**config.mk**
```make
export PLATFORM = sky130hd
export DESIGN_NAME = kphc_cfg
export DESIGN_NICKNAME = d
export VERILOG_FILES = /design/src/hw/rtl/assert_macros.svh /design/src/hw/rtl/kphc_pkg.sv /design/src/hw/rtl/kphc_cfg.sv
export SDC_FILE = /design/constraint.sdc
export NUM_CORES = 1
export LEC_CHECK = 0
export ABC_AREA = 1
export BUFFER_PORTS_ARGS = -buffer_cell sky130_fd_sc_hd__buf_2
export CAP_MARGIN = 30
export CORE_ASPECT_RATIO = 1.75
export CORE_MARGIN = 3
export CORE_UTILIZATION = 43
export DETAILED_ROUTE_END_ITERATION = 10
export PLACE_DENSITY = 0.8
export SETUP_SLACK_MARGIN = 0.05
export SLEW_MARGIN = 5
export SYNTH_ARGS = -nofsm -noshare
export SYNTH_HDL_FRONTEND = slang
export SYNTH_SLANG_ARGS = --single-unit
```
**constraint.sdc**
```tcl
create_clock -name aclk -period 1 [get_ports aclk]
set_input_delay 0.2 -clock aclk [delete_from_list [all_inputs] [get_ports aclk]]
set_output_delay 0.2 -clock aclk [all_outputs]
set_load 0.03 [all_outputs]
```
**src/hw/rtl/assert_macros.svh**
```systemverilog
// assertion macros for the key classifier rtl
// no dependencies; clock aclk and active-low reset aresetn are assumed in scope
`ifndef ASSERT_MACROS_SVH
`define ASSERT_MACROS_SVH

// antecedent implies consequent in the same cycle
`define KPHC_ASSERT_SAME(label, ante, cons, msg) \
    label: assert property (@(posedge aclk) disable iff (!aresetn) (ante) |-> (cons)) \
        else $error(msg);

// antecedent implies consequent in the next cycle
`define KPHC_ASSERT_NEXT(label, ante, cons, msg) \
    label: assert property (@(posedge aclk) disable iff (!aresetn) (ante) |=> (cons)) \
        else $error(msg);

`endif

```
**src/hw/rtl/kphc_pkg.sv**
```systemverilog
// types, codes and defaults for the key press / hold classifier
// no dependencies; used by every rtl module of the block
package kphc_pkg;

    localparam int KEY_W        = 8;
    localparam int TICK_W       = 16;
    localparam int LIMIT_W      = 32;
    localparam int CFG_ADDR_W   = 3;
    localparam int CFG_DATA_W   = 32;
    localparam int NUM_KEYS_DEF = 256;
    localparam int TIME_BITS_DEF = 32;

    // register word index, taken from paddr[2]
    localparam logic CFG_IDX_SMASH_LIMIT = 1'b0;
    localparam logic [LIMIT_W-1:0] SMASH_LIMIT_RST = 32'd100;

    typedef enum logic [1:0] {
        ST_FREE     = 2'd0,
        ST_PRESSED  = 2'd1,
        ST_HELD     = 2'd2,
        ST_RELEASED = 2'd3
    } key_state_t;

    typedef enum logic [1:0] {
        EV_NONE     = 2'd0,
        EV_SMASHED  = 2'd1,
        EV_HELD     = 2'd2,
        EV_RELEASED = 2'd3
    } key_event_t;

    // input beat
    typedef struct packed {
        logic [KEY_W-1:0]  key_index;
        logic              key_down;
        logic [TICK_W-1:0] elapsed_ticks;
    } kphc_in_t;

    // result beat
    typedef struct packed {
        logic [KEY_W-1:0] event_key;
        logic [1:0]       event_kind;
        logic [1:0]       key_state;
    } kphc_out_t;

    // store write controls
    typedef struct packed {
        logic state_we;
        logic press_we;
    } kphc_wr_ctl_t;

    // judge decision for one sample
    typedef struct packed {
        key_state_t new_st;
        key_event_t ev;
        logic       stamp;
    } kphc_verdict_t;

endpackage

```
**src/hw/rtl/kphc_cfg.sv**
```systemverilog
// apb register file holding the smash limit
// depends on kphc_pkg
module kphc_cfg import kphc_pkg::*; (
    input  logic                  aclk,
    input  logic                  aresetn,
    input  logic                  psel,
    input  logic                  penable,
    input  logic                  pwrite,
    input  logic [CFG_ADDR_W-1:0] paddr,
    input  logic [CFG_DATA_W-1:0] pwdata,
    output logic [CFG_DATA_W-1:0] prdata,
    output logic                  pready,
    output logic [LIMIT_W-1:0]    smash_limit
);

    logic [LIMIT_W-1:0] smash_limit_reg;
    logic [LIMIT_W-1:0] smash_limit_next;
    logic               hit_limit;

    assign pready    = 1'b1;
    assign hit_limit = (paddr[2] == CFG_IDX_SMASH_LIMIT);

    // write on the access phase
    always_comb begin
        smash_limit_next = smash_limit_reg;
        if (psel && penable && pwrite && hit_limit) begin
            smash_limit_next = pwdata[LIMIT_W-1:0];
        end
    end

    always_ff @(posedge aclk) begin
        if (!aresetn) begin
            smash_limit_reg <= SMASH_LIMIT_RST;
        end else begin
            smash_limit_reg <= smash_limit_next;
        end
    end

    // read back
    assign prdata      = hit_limit ? smash_limit_reg : '0;
    assign smash_limit = smash_limit_reg;

endmodule

```
Word level (Yosys, flattened, before mapping)
Index checks and enable logic that the tools add are counted.

Bitwise gates (word level): 1. Reductions and logical operators: 3. Multiplexer cells: 1.

Operators with widths (number): two-way mux 32 bit (1); logical AND 1 bit (3); inverter 1 bit (1).

Bits of input ports: 40. Output and inout port bits: 65. Bits in registers: 32.

Depth between registers and ports, before layout
Word-level depth: 3. Mapped depth: 7. Depth with buffers taken out: 5.

Worst setup path after synthesis
OpenSTA, ideal clock, no wires.

Kind: register to output. Start point: register smash_limit_reg[0], in the netlist smash_limit[0]. End point: output port prdata[0]. Stages on the path, launching flop included: 3. Data required time: 0.800 ns. Data arrival time: 0.993 ns. Buffers on the path: 0. Setup slack: -0.193 ns. Cells stage by stage: dfxtp_1 inv_1 nor2_1.

Longest elaborated chain between the ends: 1.

Ends and longest elaborated chain: start, declared (line kphc_cfg.sv:16) `logic [LIMIT_W-1:0] smash_limit_reg;`; start signal, assigned (line kphc_cfg.sv:35) `smash_limit_reg <= smash_limit_next;`; two-way mux 32 bit (line kphc_cfg.sv:40) `assign prdata = hit_limit ? smash_limit_reg : '0;`; end, declared (line kphc_cfg.sv:11) `output logic [CFG_DATA_W-1:0] prdata,`.

No other way between the ends.

Worst setup path after layout
Start point: register smash_limit_reg[31], in the netlist smash_limit[31]. End point: output port prdata[31].

Same word-level chain as after synthesis.

==> flow_summary.json <==
{
  "grt_pass1_vias": 2113,
  "ys_seq_elements": 32,
  "clk_pin_slew_ps": 70,
  "grt_setup_unrepaired": "yes",
  "placedCellCount": 422,
  "stdcell_count": 460,
  "cts_tree": "done",
  "core_area_mm2": 0.00374,
  "post-route-cell-area_mm2": 0.00345,
  "track_usage_pct": 25.4,
  "fp.dieH_um": 89.8,
  "setup_ws_ps": -157,
  "gp_congestion": 0.782,
  "setup_viol": 47,
  "drv_slew": 0,
  "crit_arrival_ps": 960,
  "period_minus_slack_ps": 1160,
  "synth_xor_area_share_pct": 0,
  "wl_per_cell_um": 16.5,
  "numCtsBuffers": 5,
  "cts_buffer_depth": 2,
  "synthMuxAreaShare_pct": 0,
  "drtIter0Drc": 62,
  "synth_top_family_by_area": "simple AND/OR/NAND/NOR gates",
  "outcome": "complete, but fails checks",
  "max_freq_ghz": 0.864,
  "syn_inst": 276,
  "pre_cts_ws_ps": -98.4,
  "hold_viol_final": 0,
  "grt-ovfl-total": 0,
  "ir_drop_mv": 1.10,
  "start_kind": "register",
  "fin_worst_skew_ps": 0,
  "cts_max_level": 2,
  "synth_compound_area_share_pct": 0,
  "clkSinkCount": 32,
  "ys_seq_area_share_pct": 37.1,
  "wl_mm": 7.61,
  "dr_total_vias": 2320,
  "cts_root_buffer": "clkbuf_8",
  "synthSimpleGateAreaFrac_pct": 42.1,
  "min_path_type": "in2reg",
  "die_w_um": 53.9,
  "antenna_found_initial": 1,
  "drc_errors": 0,
  "largest_reg_flops": 32,
  "drtAntennaViolNets": 0,
  "clock_latency_ps": 270,
  "io_buffers": 101,
  "nets": 452,
  "synth_fa_ha_area_share_pct": 0,
  "path_class": "reg2out",
  "grt_start_max_net_pins": 25,
  "finalCritPeriodShare_pct": 116,
  "firstDrtPassIters": 4,
  "viasPerCell": 5.04,
  "leakagePower_nw": 1.70,
  "critical_path_required_ps": 800,
  "die-area_mm2": 0.00484,
  "syn-cell-area_mm2": 0.00173,
  "ioPinCount": 105,
  "power_density_mw_per_mm2": 974,
  "synth_cell_types": 16,
  "whs_ps": 153,
  "dpl-instance-area_mm2": 0.00267,
  "hpwl_mm": 3.75,
  "drv_cap": 0,
  "syn-num-nets": 316,
  "start_util_pct": 46.2,
  "violations": "negative setup slack",
  "postSynthAreaPerCell_um2": 6.26,
  "layout-drive-gt1-share_pct": 66.1,
  "grt_pass1_wl_mm": 9.27,
  "rows": 29,
  "final_util_pct": 92.4,
  "syn_to_final_growth_pct": 99.9,
  "end_kind": "output port",
  "path_max_fanout": 3,
  "yosys_warnings": 0
}
worst paths after layout:
path	slack, ps	cells after the start	end	start
max	-160	3	prdata[31]	smash_limit[31]
min reg2reg	510	2	smash_limit[6]	smash_limit[6]
max reg2reg	180	4	smash_limit[1]	smash_limit[1]
min	150	3	smash_limit[6]	pwdata[6]
cells by family after synthesis:
logic type | Yosys count
other cells | 1
flops | 32
buf+inv | 81
simple gates | 162
what timing repair did:
item                                   CTS  global route
resized for setup                      155            30
setup endpoints to repair               64            64
endpoints found under the hold margin    0             0
setup buffers                           15            14
pin swaps                                4             8
hold buffers                             0             0
cells in the mapped netlist:
library cell | n | area (um2)
inv_2 | 1 | 3.75
nor2_1 | 70 | 263
inv_1 | 63 | 236
buf_2 | 5 | 25.0
nand2_1 | 36 | 135
dfxtp_1 | 32 | 641
nand2_2 | 1 | 6.26
buf_8 | 2 | 30.0
conb_1 | 1 | 3.75
nand2_4 | 1 | 11.3
buf_6 | 2 | 22.5
nand3_1 | 32 | 160
nor2_8 | 1 | 20.0
clkbuf_1 | 6 | 22.5
buf_4 | 2 | 15.0
nor2_2 | 21 | 131
worst max-delay path, cell delays in order, from the launching register on:
cell and delay (ps):
dfxtp_2 380, inv_2 70, nor2_4 90, buf_6 140
layout make-up:
cell class              count  area, um2
clock buffers               8       90.1
repair buffers            146       1380
diodes                      1       2.50
well taps                  46       57.6
multi-input cells         163        971
flip-flops and latches     32        701
fillers                   143        285
inverters                  64        248
power breakdown:
part           total, W  internal (W)  switching (W)
clock           0.00104      0.000562       0.000475
combinational  0.000956      0.000417       0.000539
sequential      0.00137       0.00131      0.0000557
routing by layer:
metal	vias up	routed length, um	global-route usage (%)
met1	1096	2470	24.0
met4	0	426	13.9
li1	1058	-	-
met3	36	382	4.30
met2	130	4330	47.1
met5	-	0	0
layout by cell type (no fill, tap or decap), drive strengths merged:
cell    instances
conb            1
nor2           92
nand2          38
diode           1
clkbuf          8
nand3          32
inv            64
dfxtp          32
buf           146
metrics by stage:
stage | power (W) | setup TNS (ps)
4_1_cts | 0.00324 | -2690
5_1_grt | 0.00347 | -5090
3_5_place_dp | 0.00212 | -1980
2_1_floorplan | 0.00189 | 0
6_report | 0.00336 | -3980
3_3_place_gp | 0.00210 | -1000
Note: power is estimated with default switching activity, not from simulation.
