<file path="src/hw/rtl/assert_macros.svh">
// assertion macros for the key classifier rtl
// no dependencies; clock aclk and active-low reset aresetn are assumed in scope
`ifndef ASSERT_MACROS_SVH
`define ASSERT_MACROS_SVH

// antecedent implies consequent in the same cycle
`define KPHC_ASSERT_SAME(label, ante, cons, msg) \
    label: assert property (@(posedge aclk) disable iff (!aresetn) (ante) |-> (cons)) \
        else $error(msg);

// antecedent implies consequent in the next cycle
`define KPHC_ASSERT_NEXT(label, ante, cons, msg) \
    label: assert property (@(posedge aclk) disable iff (!aresetn) (ante) |=> (cons)) \
        else $error(msg);

`endif

</file>
<file path="src/hw/rtl/kphc_pkg.sv">
// types, codes and defaults for the key press / hold classifier
// no dependencies; used by every rtl module of the block
package kphc_pkg;

    localparam int KEY_W        = 8;
    localparam int TICK_W       = 16;
    localparam int LIMIT_W      = 32;
    localparam int CFG_ADDR_W   = 3;
    localparam int CFG_DATA_W   = 32;
    localparam int NUM_KEYS_DEF = 256;
    localparam int TIME_BITS_DEF = 32;

    // register word index, taken from paddr[2]
    localparam logic CFG_IDX_SMASH_LIMIT = 1'b0;
    localparam logic [LIMIT_W-1:0] SMASH_LIMIT_RST = 32'd100;

    typedef enum logic [1:0] {
        ST_FREE     = 2'd0,
        ST_PRESSED  = 2'd1,
        ST_HELD     = 2'd2,
        ST_RELEASED = 2'd3
    } key_state_t;

    typedef enum logic [1:0] {
        EV_NONE     = 2'd0,
        EV_SMASHED  = 2'd1,
        EV_HELD     = 2'd2,
        EV_RELEASED = 2'd3
    } key_event_t;

    // input beat
    typedef struct packed {
        logic [KEY_W-1:0]  key_index;
        logic              key_down;
        logic [TICK_W-1:0] elapsed_ticks;
    } kphc_in_t;

    // result beat
    typedef struct packed {
        logic [KEY_W-1:0] event_key;
        logic [1:0]       event_kind;
        logic [1:0]       key_state;
    } kphc_out_t;

    // store write controls
    typedef struct packed {
        logic state_we;
        logic press_we;
    } kphc_wr_ctl_t;

    // judge decision for one sample
    typedef struct packed {
        key_state_t new_st;
        key_event_t ev;
        logic       stamp;
    } kphc_verdict_t;

endpackage

</file>
<file path="src/hw/rtl/kphc_judge.sv">
// next state and event for one key sample
// depends on kphc_pkg
module kphc_judge import kphc_pkg::*; #(
    parameter int TIME_BITS = TIME_BITS_DEF
) (
    input  key_state_t           old_st,
    input  logic                 key_down,
    input  logic [TIME_BITS-1:0] time_now,
    input  logic [TIME_BITS-1:0] press_start,
    input  logic [LIMIT_W-1:0]   smash_limit,
    output kphc_verdict_t        verdict
);

    localparam int CW = (TIME_BITS > LIMIT_W) ? TIME_BITS : LIMIT_W;

    logic [TIME_BITS-1:0] dur;
    logic                 long_enough;

    // press duration, wraps with the time counter
    assign dur         = time_now - press_start;
    assign long_enough = (CW'(dur) >= CW'(smash_limit));

    always_comb begin
        verdict.new_st = old_st;
        verdict.ev     = EV_NONE;
        verdict.stamp  = 1'b0;
        unique case (old_st)
            ST_FREE: begin
                if (key_down) begin
                    verdict.new_st = ST_PRESSED;
                    verdict.stamp  = 1'b1;
                end
            end
            ST_RELEASED: begin
                if (key_down) begin
                    verdict.new_st = ST_PRESSED;
                    verdict.stamp  = 1'b1;
                    verdict.ev     = EV_SMASHED;
                end
            end
            ST_PRESSED: begin
                if (!key_down) begin
                    verdict.new_st = ST_RELEASED;
                    verdict.ev     = EV_RELEASED;
                end else if (long_enough) begin
                    verdict.new_st = ST_HELD;
                    verdict.ev     = EV_HELD;
                end
            end
            ST_HELD: begin
                if (!key_down) begin
                    verdict.new_st = ST_RELEASED;
                    verdict.ev     = EV_RELEASED;
                end else begin
                    verdict.ev     = EV_HELD;
                end
            end
            default: begin
                verdict.new_st = old_st;
            end
        endcase
    end

endmodule

</file>
<file path="config.mk">
export PLATFORM = sky130hd
export DESIGN_NAME = kphc_judge
export DESIGN_NICKNAME = d
export VERILOG_FILES = /design/src/hw/rtl/assert_macros.svh /design/src/hw/rtl/kphc_pkg.sv /design/src/hw/rtl/kphc_judge.sv
export SDC_FILE = /design/constraint.sdc
export NUM_CORES = 1
export LEC_CHECK = 0
export ABC_AREA = 1
export ABC_CLOCK_PERIOD_IN_PS = 2750
export BUFFER_PORTS_ARGS = -buffer_cell sky130_fd_sc_hd__buf_2
export CORE_UTILIZATION = 54
export DETAILED_ROUTE_END_ITERATION = 6
export PLACE_DENSITY_LB_ADDON = 0.12
export SETUP_SLACK_MARGIN = 0.2
export SYNTH_ARGS = -nofsm -noshare
export SYNTH_HDL_FRONTEND = slang
export SYNTH_SLANG_ARGS = --single-unit
</file>
<file path="constraint.sdc">
create_clock -name vclk -period 2.75
set_input_delay 0 -clock vclk [all_inputs]
set_output_delay 0 -clock vclk [all_outputs]
set_load 0.05 [all_outputs]
</file>
---- Word-level counts from Yosys, hierarchy flattened ----
Cells that the tools add are included.
storage, ports and cells
  word-level logic and storage cells ...... 16
  bits in registers ....................... 0
cells by class
  add/sub/neg operators ................... 1
  equality and inequality tests ........... 3
  reduce and logical (&&, ||, !) cells .... 1
  order comparisons ....................... 1
  muxes and demuxes ....................... 10
operators with widths
  cell                count
  $ge 32x32->1        1
  $sub 32x32->32      1
  $mux 4              2
  $pmux 2 s4          1
  $pmux 2 s3          1
  $mux 5              1
  $eq 2x2->1 const B  2
  $mux 2              2
  $eq 2x1->1 const B  1
  $logic_not 2->1     1
  $mux 1              2
  $pmux 1 s2          1

---- Depth between registers and ports, before layout ----
Gate-level depths: netlist of run 1.
  depth after elaboration ................. 5
  mapped depth ............................ 25
  mapped depth without buffers ............ 25

---- Least setup slack after synthesis of run 1 ----
Ideal clock, no wire load.
  path type ............................... input to output
  from .................................... in time_now[0]
  to ...................................... out verdict[2] (netlist name)
  arrival time ............................ 3.365 ns
  data required time ...................... 2.750 ns
  slack ................................... -0.615 ns
  cell stages on the path ................. 20
  cells stage by stage .................... inv_1 ha_1 inv_1 fa_1 nand3_1 nand2_1 a21oi_2 o21ai_2 nand3_1 nand2_1 xor2_1 ha_1 nand2_1 nor2_1 nand4_1 nor4_1 nand2_1 nand2_1 nor2_1 o21ai_0
RTL lines
  element          line              text
  start, declared  kphc_judge.sv:8   input logic [TIME_BITS-1:0] time_now,
  end, declared    kphc_judge.sv:11  output kphc_verdict_t verdict

==> reports/metrics.cfg, run 1 <==
[sta]
layout_min_cycle_time_ps=3010
tightestPinTransition_ps=341
period_share_pct=110
worst_slack_ps=-261
relSlewSlack_pct=77.1
finalHoldViolCount=0
rsz0062_at_grt=yes
fmax_mhz=332
report.final.setup_viol=3
maxSlewViolCount=0

[placement]
post-dp-hpwl_mm=8.52
globalplace.congestion=0.927
io_buffers=104
post_dp_cell_area_um2=4330

[die]
fp.dieW_um=77.3
die_area_um2=5970
start_util_pct=55.9
rows=27
core_area_um2=5470
die_y_um=77.3
io_pins=104

[setup_path]
critical_path.startpoint=press_start[1]
end_kind=primary output
crit_path_start_kind=primary input
path_max_fanout=3
worst_ep_arrival_time_ps=3010
critPathKind=primary input to primary output
cp.required_ps=2750
crit_end=verdict[4]

[finish]
final_cell_area_um2=4680
drive_gt1_share_pct=38.3
seqCellArea_um2=0
diodes=0
nFlopsAndLatches=0
areaGrowthSynthToFinish_pct=52.8
num-fill-cells=382
finalNetCount=888
clock_buffers=0

[detailed_routing]
routedWlPerCell_um=13.9
ant_nets=0
wl_mm=11.0
drc=0
drtIter0Drc=339
drtPass1Iterations=5
via_count=4246
via_per_inst=5.37

[grt]
grt_pass1_vias=3930
track_usage_pct=32.7
antenna_found_initial=0
overflow=0
grt_pass1_wl_mm=16.2
grt_max_degree=8

[synthesis]
yosysMostFrequentCell=nand2_1
ys_types=34
ys_warn_count=0
synthTopCellsByArea=ha_1 28%, nand2_1 14%, inv_1 14%
synth.top_cell.area_share_pct=27.8
yosys-top-cells-count=114 x nand2_1, 112 x inv_1, 68 x ha_1
synth_nets=694
yosysSeqAreaShare_pct=0
yosys.area.top_type=ha_1
syn_inst=526
synth_area_um2=3060
avgSynthCellArea_um2=5.82

[power]
leakagePower_nw=2.69
ir_drop_v=0.000230
clockPowerShare_pct=0
pwr-share-seq_pct=0
pwr_density_cell_nw_per_um2=259
p_sw_share_pct=55.2
p_comb_share_pct=100.0
intPower_w=0.000543
p_sw_w=0.000669
finalPower_w=0.00121

[flow_run]
drv_cap=0

[run_status]
status=finished with violations
violations=negative setup slack

[cts]
holdBufCountCts=0

[hold_path]
hold_class=primary input to primary output

-- logic make-up after synthesis --
| family | after synthesis | share of synthesized area [%] |
|---|---|---|
| XOR/XNOR | 27 | 7.98 |
| adder cells (fa/ha/maj) | 69 | 28.5 |
| AO/OA/AOI/OAI | 93 | 17.6 |
| buffers and inverters | 116 | 14.2 |
| AND/OR/NAND/NOR | 221 | 31.7 |
-- cell usage in the layout, fill, tap and decap left out, types with 3 or more instances in the layout --
master / netlist / layout
nor3_2: 1 / 3
ha_2: 0 / 3
nand2_1: 114 / 101
nand4_1: 11 / 11
nor2_4: 3 / 3
ha_1: 68 / 57
nand3_2: 3 / 6
nor3_1: 5 / 3
o21ai_4: 1 / 3
xor2_2: 1 / 3
a21o_1: 5 / 5
nor2_1: 51 / 44
o21ai_0: 19 / 16
a21oi_4: 0 / 3
a21oi_2: 3 / 11
inv_2: 3 / 4
nor2_2: 2 / 9
ha_4: 0 / 8
xor2_1: 22 / 20
a21oi_1: 46 / 35
buf_4: 0 / 88
nand2_2: 6 / 18
inv_1: 112 / 109
o21ai_1: 5 / 5
o21bai_1: 4 / 4
nand3_1: 20 / 17
buf_2: 0 / 100
xnor2_1: 4 / 4
-- how the worst min path moves through the flow --
stage	cells after the start	start	slack (ps)	to
after floorplan	2	old_st[0]	210	verdict[2]
after global placement	5	key_down	470	verdict[3]
after detailed placement	5	key_down	470	verdict[3]
after CTS	4	key_down	410	verdict[3]
after global routing	4	key_down	450	verdict[3]
final	4	key_down	420	verdict[3]
-- metal layers --
layer  track usage [%]  routed length, um  up-vias
li1                  -                  -     2085
met1              41.2               4640     1912
met2              59.6               5320      214
met3              1.79                697       35
met4              8.30                303        0
met5                 0                  0        -
-- stage by stage --
| stage | hold WS, ps | utilization [%] | std cells | setup TNS (ps) | worst slack (ps) |
|---|---|---|---|---|---|
| floorplan | 211 | - | 526 | 0 | 156 |
| global placement | 470 | 79.1 | 785 | -548 | -219 |
| detailed placement | 471 | 79.1 | 785 | -1010 | -380 |
| CTS | 410 | 81.9 | 788 | -265 | -119 |
| global route | 447 | 85.4 | 790 | -1120 | -419 |
| finish | 419 | 85.4 | 790 | -650 | -261 |
-- power by group through the flow --
stage	registers (W)	logic [W]	clock network, W
final	0	0.00121	0
after global routing	0	0.00132	0
after CTS	0	0.00111	0
after detailed placement	0	0.00106	0
after global placement	0	0.00101	0
after floorplan	0	0.000640	0
-- area by class of cell --
class                      count  area, um2  share of cell area, %
multi-input combinational    410       2930                   62.7
timing repair buffer         192       1210                   26.0
inverter                     116        440                   9.42
tap                           72       90.1                   1.93
-- what timing repair did --
| action | 4_1_cts | 5_1_grt |
|---|---|---|
| setup endpoints to repair | 3 | 3 |
| setup buffers | 3 | 2 |
| resized for setup | 34 | 36 |
| pin swaps | 19 | 20 |
| hold endpoints to repair | 0 | 0 |
-- worst max-delay path: stages --
cell and delay (ps):
buf_2 100, inv_1 90, ha_1 260, nand3_1 130
nand2_2 120, nand2_1 80, nand2_1 80, buf_4 150
nand2_1 50, nand2_1 100, xor2_1 170, ha_1 320
a21oi_1 210, o21ai_0 140, a21oi_1 270, nand2_1 150
nand2_1 90, nand2_2 80, nand2_1 60, nand2_1 50
nand2_1 100, nand2_2 60, buf_8 150
Power figures use the tool's default switching activity.
==> run 2, diff against run 1 <==
--- a/config.mk
+++ b/config.mk
@@ -10,7 +10,7 @@
 export BUFFER_PORTS_ARGS = -buffer_cell sky130_fd_sc_hd__buf_2
 export CORE_UTILIZATION = 54
 export DETAILED_ROUTE_END_ITERATION = 6
-export PLACE_DENSITY_LB_ADDON = 0.12
+export PLACE_DENSITY = 0.85
 export SETUP_SLACK_MARGIN = 0.2
 export SYNTH_ARGS = -nofsm -noshare
 export SYNTH_HDL_FRONTEND = slang
==> run 2 against run 1 <==
Against the previous run: the flow still finishes with violations (negative setup slack); design area decreased by 1.2%; critical path depth grew 1; wire length down 7.0%; highest routed layer unchanged.
==> reports/metrics.cfg, run 2 (synthesis results as in run 1) <==
[die]
rows=27  ; unchanged
die_area_um2=5970  ; unchanged
fp.dieW_um=77.3  ; unchanged
start_util_pct=55.9  ; unchanged
io_pins=104  ; unchanged
core_area_um2=5470  ; unchanged
die_y_um=77.3  ; unchanged

[setup_path]
cp.required_ps=2750  ; about the same
path_max_fanout=4  ; +1
end_kind=primary output
worst_ep_arrival_time_ps=2970  ; -40 ps
critPathKind=primary input to primary output
critical_path.startpoint=time_now[0]
crit_path_start_kind=primary input

[grt]
overflow=0  ; unchanged
grt_pass1_wl_mm=16.3  ; +0.34%
track_usage_pct=32.8  ; +0.067 points
grt_pass1_vias=3909  ; -0.53%
grt_max_degree=8  ; unchanged
antenna_found_initial=0  ; unchanged

[detailed_routing]
via_count=4050  ; -4.6%
drtPass1Iterations=5  ; unchanged
ant_nets=0  ; unchanged
drtIter0Drc=178  ; -47%
wl_mm=10.2  ; -7.0%
routedWlPerCell_um=12.8  ; -7.6%
via_per_inst=5.09  ; -5.2%
drc=0  ; unchanged

[sta]
worst_slack_ps=-221  ; +40.4 ps
report.final.setup_viol=3  ; unchanged
relSlewSlack_pct=77.3  ; +0.19 points
fmax_mhz=337  ; +1.4%
layout_min_cycle_time_ps=2970  ; -40.4 ps
maxSlewViolCount=0  ; unchanged
rsz0062_at_grt=yes
tightestPinTransition_ps=338  ; -3.20 ps
period_share_pct=108  ; -1.5 points
finalHoldViolCount=0  ; unchanged

[placement]
globalplace.congestion=0.895  ; -3.4%
io_buffers=104  ; unchanged
dp_cells=790  ; +0.64%
post-dp-hpwl_mm=8.55  ; +0.28%
dpl_worst_slack_ps=-391  ; -11.1 ps

[hold_path]
hold_class=primary input to primary output
min-delay-start=key_down

[finish]
finalNetCount=893  ; +0.56%
nFlopsAndLatches=0  ; unchanged
seqCellArea_um2=0  ; unchanged
clock_buffers=0  ; unchanged
drive_gt1_share_pct=36.9  ; -1.4 points
areaGrowthSynthToFinish_pct=51.1
final_core_util_pct=84.5  ; -0.98 points
final_cell_mix=110 x inv_1, 102 x nand2_1, 100 x buf_2
multi_input_area_um2=2840  ; -3.1%
fin_cells=795  ; +0.63%
num-fill-cells=359  ; -6.0%
diodes=0  ; unchanged
layout_commonest_cell=inv_1

[run_status]
violations=negative setup slack
status=finished with violations

[flow_run]
drv_cap=0  ; unchanged

[power]
ir_drop_v=0.000143  ; -38%
leakagePower_nw=2.71  ; +0.62%
finalPower_w=0.00117  ; -3.4%
pwr_density_cell_nw_per_um2=253  ; -2.3%

[cts]
holdBufCountCts=0  ; unchanged

run 2: power by group:
part / switching (W) / internal [W]
sequential: 0 / 0
clock: 0 / 0
combinational: 0.000638 / 0.000533
total: 0.000638 / 0.000533
run 2: worst paths after layout:
kind	end	slack, ps	cells past startpoint
setup / recovery	verdict[4]	-220	24
hold / removal	verdict[3]	430	4
run 2: through the flow:
step | area (um2) | setup TNS [ps] | hold slack (ps)
4_1_cts | 4460 | -395 | 417
3_3_place_gp | 4370 | -793 | 469
3_5_place_dp | 4370 | -1030 | 491
6_report | 4620 | -634 | 428
2_1_floorplan | 3100 | 0 | 211
5_1_grt | 4620 | -1300 | 442
run 2: per-layer routing:
| metal | track usage, % | vias to the layer above | wire length (um) |
|---|---|---|---|
| li1 | - | 2093 | - |
| met1 | 38.2 | 1782 | 4350 |
| met2 | 63.9 | 149 | 5140 |
| met3 | 1.43 | 26 | 421 |
| met4 | 8.49 | 0 | 279 |
| met5 | 0 | - | 0 |
run 2: final cells by class:
| type | instances | area share [%] |
|---|---|---|
| multi-input combinational | 410 | 61.5 |
| tap | 72 | 1.95 |
| inverter | 116 | 9.53 |
| timing repair buffer | 197 | 27.1 |
run 2: repair_timing:
action,4_1_cts,5_1_grt
setup buffers,2,3
endpoints found under the setup margin,3,3
gates resized for setup,24,32
pin swaps,21,20
run 2: worst max-delay path: stages:
cell	delay [ps]
buf_6	100
inv_4	40
ha_4	150
inv_4	40
fa_2	340
nand3_2	100
nand2_4	70
a21oi_4	200
buf_6	130
o21ai_4	50
buf_4	150
xor2_1	140
ha_1	280
nand2_1	120
nor4_2	300
nand2_1	80
nand2_1	120
nand2_1	80
nand2_2	90
nand2_2	60
nand2_2	60
nand2_2	50
nand2_2	60
buf_8	140
==> run 3, diff against run 2 <==
--- a/config.mk
+++ b/config.mk
@@ -5,7 +5,7 @@
 export SDC_FILE = /design/constraint.sdc
 export NUM_CORES = 1
 export LEC_CHECK = 0
-export ABC_AREA = 1
+export ABC_AREA = 0
 export ABC_CLOCK_PERIOD_IN_PS = 2750
 export BUFFER_PORTS_ARGS = -buffer_cell sky130_fd_sc_hd__buf_2
 export CORE_UTILIZATION = 54
==> run 3 against run 2 <==
Against the previous run: the run still ends with negative setup slack left; power is 23% higher; wire length grew 35%; core utilization grew 5.4 points; via count is 15% higher; first-iteration DRC count rose to 3.0 times the previous value; critical path depth decreased by 8; final cell count decreased by 12%; critical endpoint is now verdict[2]; largest cell class unchanged.
==> reports/metrics.cfg, run 3 <==
[synthesis]
yosysSeqAreaShare_pct=0  ; unchanged
yosys.area.top_type=ha_1
ys_warn_count=0  ; unchanged
syn_inst=432  ; -18%
synthTopCellsByArea=ha_1 28%, inv_1 9.1%, a21oi_1 5.4%
synth_nets=600  ; -14%
synth.top_cell.area_share_pct=27.9  ; +0.046 points
ys_types=69  ; +100%
avgSynthCellArea_um2=7.07  ; +22%
yosysMostFrequentCell=inv_1
synth_area_um2=3050  ; -0.16%
yosys-top-cells-count=74 x inv_1, 68 x ha_1, 33 x a21oi_1

[flow_run]
drv_cap=0  ; unchanged

[die]
io_pins=104  ; unchanged
die_y_um=77.2  ; about the same
fp.dieW_um=77.2  ; about the same
core_area_um2=5470  ; unchanged
start_util_pct=55.8  ; -0.091 points
die_area_um2=5960  ; -0.16%
rows=27  ; unchanged

[setup_path]
end_kind=primary output
critPathKind=primary input to primary output
worst_ep_arrival_time_ps=4070  ; +1100 ps
crit_path_start_kind=primary input
path_max_fanout=6  ; +2
path_buf_inv=3  ; -3
cp.required_ps=2750  ; about the same
cpLargestDelayFamily=compound AO/OA/AOI/OAI gates
cpPeakStageDelay_ps=690  ; +350 ps
critPathSlowestCell=o21ai_0
path_cells=buf_2 > inv_1 > ha_4 > nand2_1 > o21ai_0 > o21ai_0 > a211o_1 > a21boi_0 > o211ai_1 > ha_1 > o21a_1 > o211ai_1 > o21ai_1 > a211o_4 > o221a_4 > buf_8

[detailed_routing]
via_count=4670  ; +15%
via_per_inst=6.65  ; +31%
drtPass1Iterations=6  ; +1
routedWlPerCell_um=19.6  ; +53%
drc=0  ; unchanged
drtIter0Drc=541  ; +200%
wl_mm=13.7  ; +35%
ant_nets=0  ; unchanged

[sta]
relSlewSlack_pct=41.8  ; -35 points
maxSlewViolCount=0  ; unchanged
tightestPinTransition_ps=864  ; +526 ps
rsz0062_at_grt=yes
finalHoldViolCount=0  ; unchanged
report.final.setup_viol=3  ; unchanged
worst_slack_ps=-1320  ; -1100 ps
layout_min_cycle_time_ps=4070  ; +1100 ps
period_share_pct=148  ; +40 points
fmax_mhz=246  ; -27%

[hold_path]
hold_class=primary input to primary output

[finish]
nFlopsAndLatches=0  ; unchanged
drive_gt1_share_pct=44.3  ; +7.4 points
finalNetCount=800  ; -10%
layout_commonest_cell=buf_4
clock_buffers=0  ; unchanged
final_cell_mix=99 x buf_4, 97 x buf_2, 65 x inv_1
fin_cells=702  ; -12%
seqCellArea_um2=0  ; unchanged
areaGrowthSynthToFinish_pct=61.1
final_core_util_pct=89.9  ; +5.4 points
diodes=0  ; unchanged

[power]
pwr_density_cell_nw_per_um2=292  ; +15%
finalPower_w=0.00144  ; +23%
leakagePower_nw=2.55  ; -6.0%
ir_drop_v=0.000204  ; +43%

[grt]
track_usage_pct=36.9  ; +4.1 points
antenna_found_initial=0  ; unchanged
grt_max_degree=9  ; +1
overflow=0  ; unchanged
grt_pass1_vias=4404  ; +13%
grt_pass1_wl_mm=18.5  ; +14%

[placement]
dpl_worst_slack_ps=-916  ; -525 ps
post-dp-hpwl_mm=8.19  ; -4.1%
io_buffers=104  ; unchanged
dp_cells=688  ; -13%
globalplace.congestion=0.931  ; +4.0%

[run_status]
violations=negative setup slack
status=finished with violations

run 3: changes by cell type after synthesis, sizes merged, moves of 14 or more:
| cell | previous run | this run |
|---|---|---|
| nand3 | 23 | 6 |
| nand2 | 120 | 25 |
| a21oi | 49 | 33 |
| xor2 | 23 | 9 |
| inv | 115 | 74 |
| nor2 | 56 | 28 |
run 3: layout make-up:
type / count / area (um2)
tap: 72 / 90.1
timing repair buffer: 204 / 1320
fill: 248 / 553
multi-input combinational: 352 / 3210
inverter: 74 / 298
run 3: path summary, 6_finish.rpt:
check,start,endpoint,slack (ps),cells after the start
worst max-delay path,press_start[8],verdict[2],-1320,16
worst min-delay path,key_down,verdict[0],480,3
run 3: cell families (layout without fill, tap and decap cells):
logic type                 count (synthesis)  count (layout)  synth area share, %
buffers and inverters                     80             278                 10.3
and+or+nand+nor                          113             113                 18.8
AOI/OAI and AO/OA                        145             145                 35.2
adders and majority gates                 69              69                 28.5
xor gates and xnor gates                  23              23                 6.60
muxes                                      2               2                0.696
run 3: stage by stage:
stage	TNS (ps)	hold WS [ps]	instance area, um2
4_1_cts	-1800	483	4700
5_1_grt	-3780	500	4920
2_1_floorplan	-984	280	3290
6_report	-3900	481	4920
3_5_place_dp	-2720	480	4490
3_3_place_gp	-2150	475	4490
run 3: repair_timing:
| item | 4_1_cts | 5_1_grt |
|---|---|---|
| resized for setup | 43 | 32 |
| setup buffers | 7 | 7 |
| pin swaps | 21 | 18 |
| hold buffers | 0 | 0 |
| setup endpoints to repair | 3 | 3 |
run 3: routing by layer:
| layer | part of all wire [%] | routed length, um | track usage (%) |
|---|---|---|---|
| met3 | 11 | 1450 | 4.17 |
| met1 | 34 | 4670 | 38.9 |
| met2 | 47 | 6430 | 69.4 |
| met5 | 0 | 0 | 0 |
| met4 | 8.7 | 1200 | 21.9 |
run 3: power breakdown:
part           leakage [nW]  switching [W]  internal, W  total (W)
sequential                0              0            0          0
combinational          2.55       0.000761     0.000675    0.00144
clock                     0              0            0          0
total                  2.55       0.000761     0.000675    0.00144
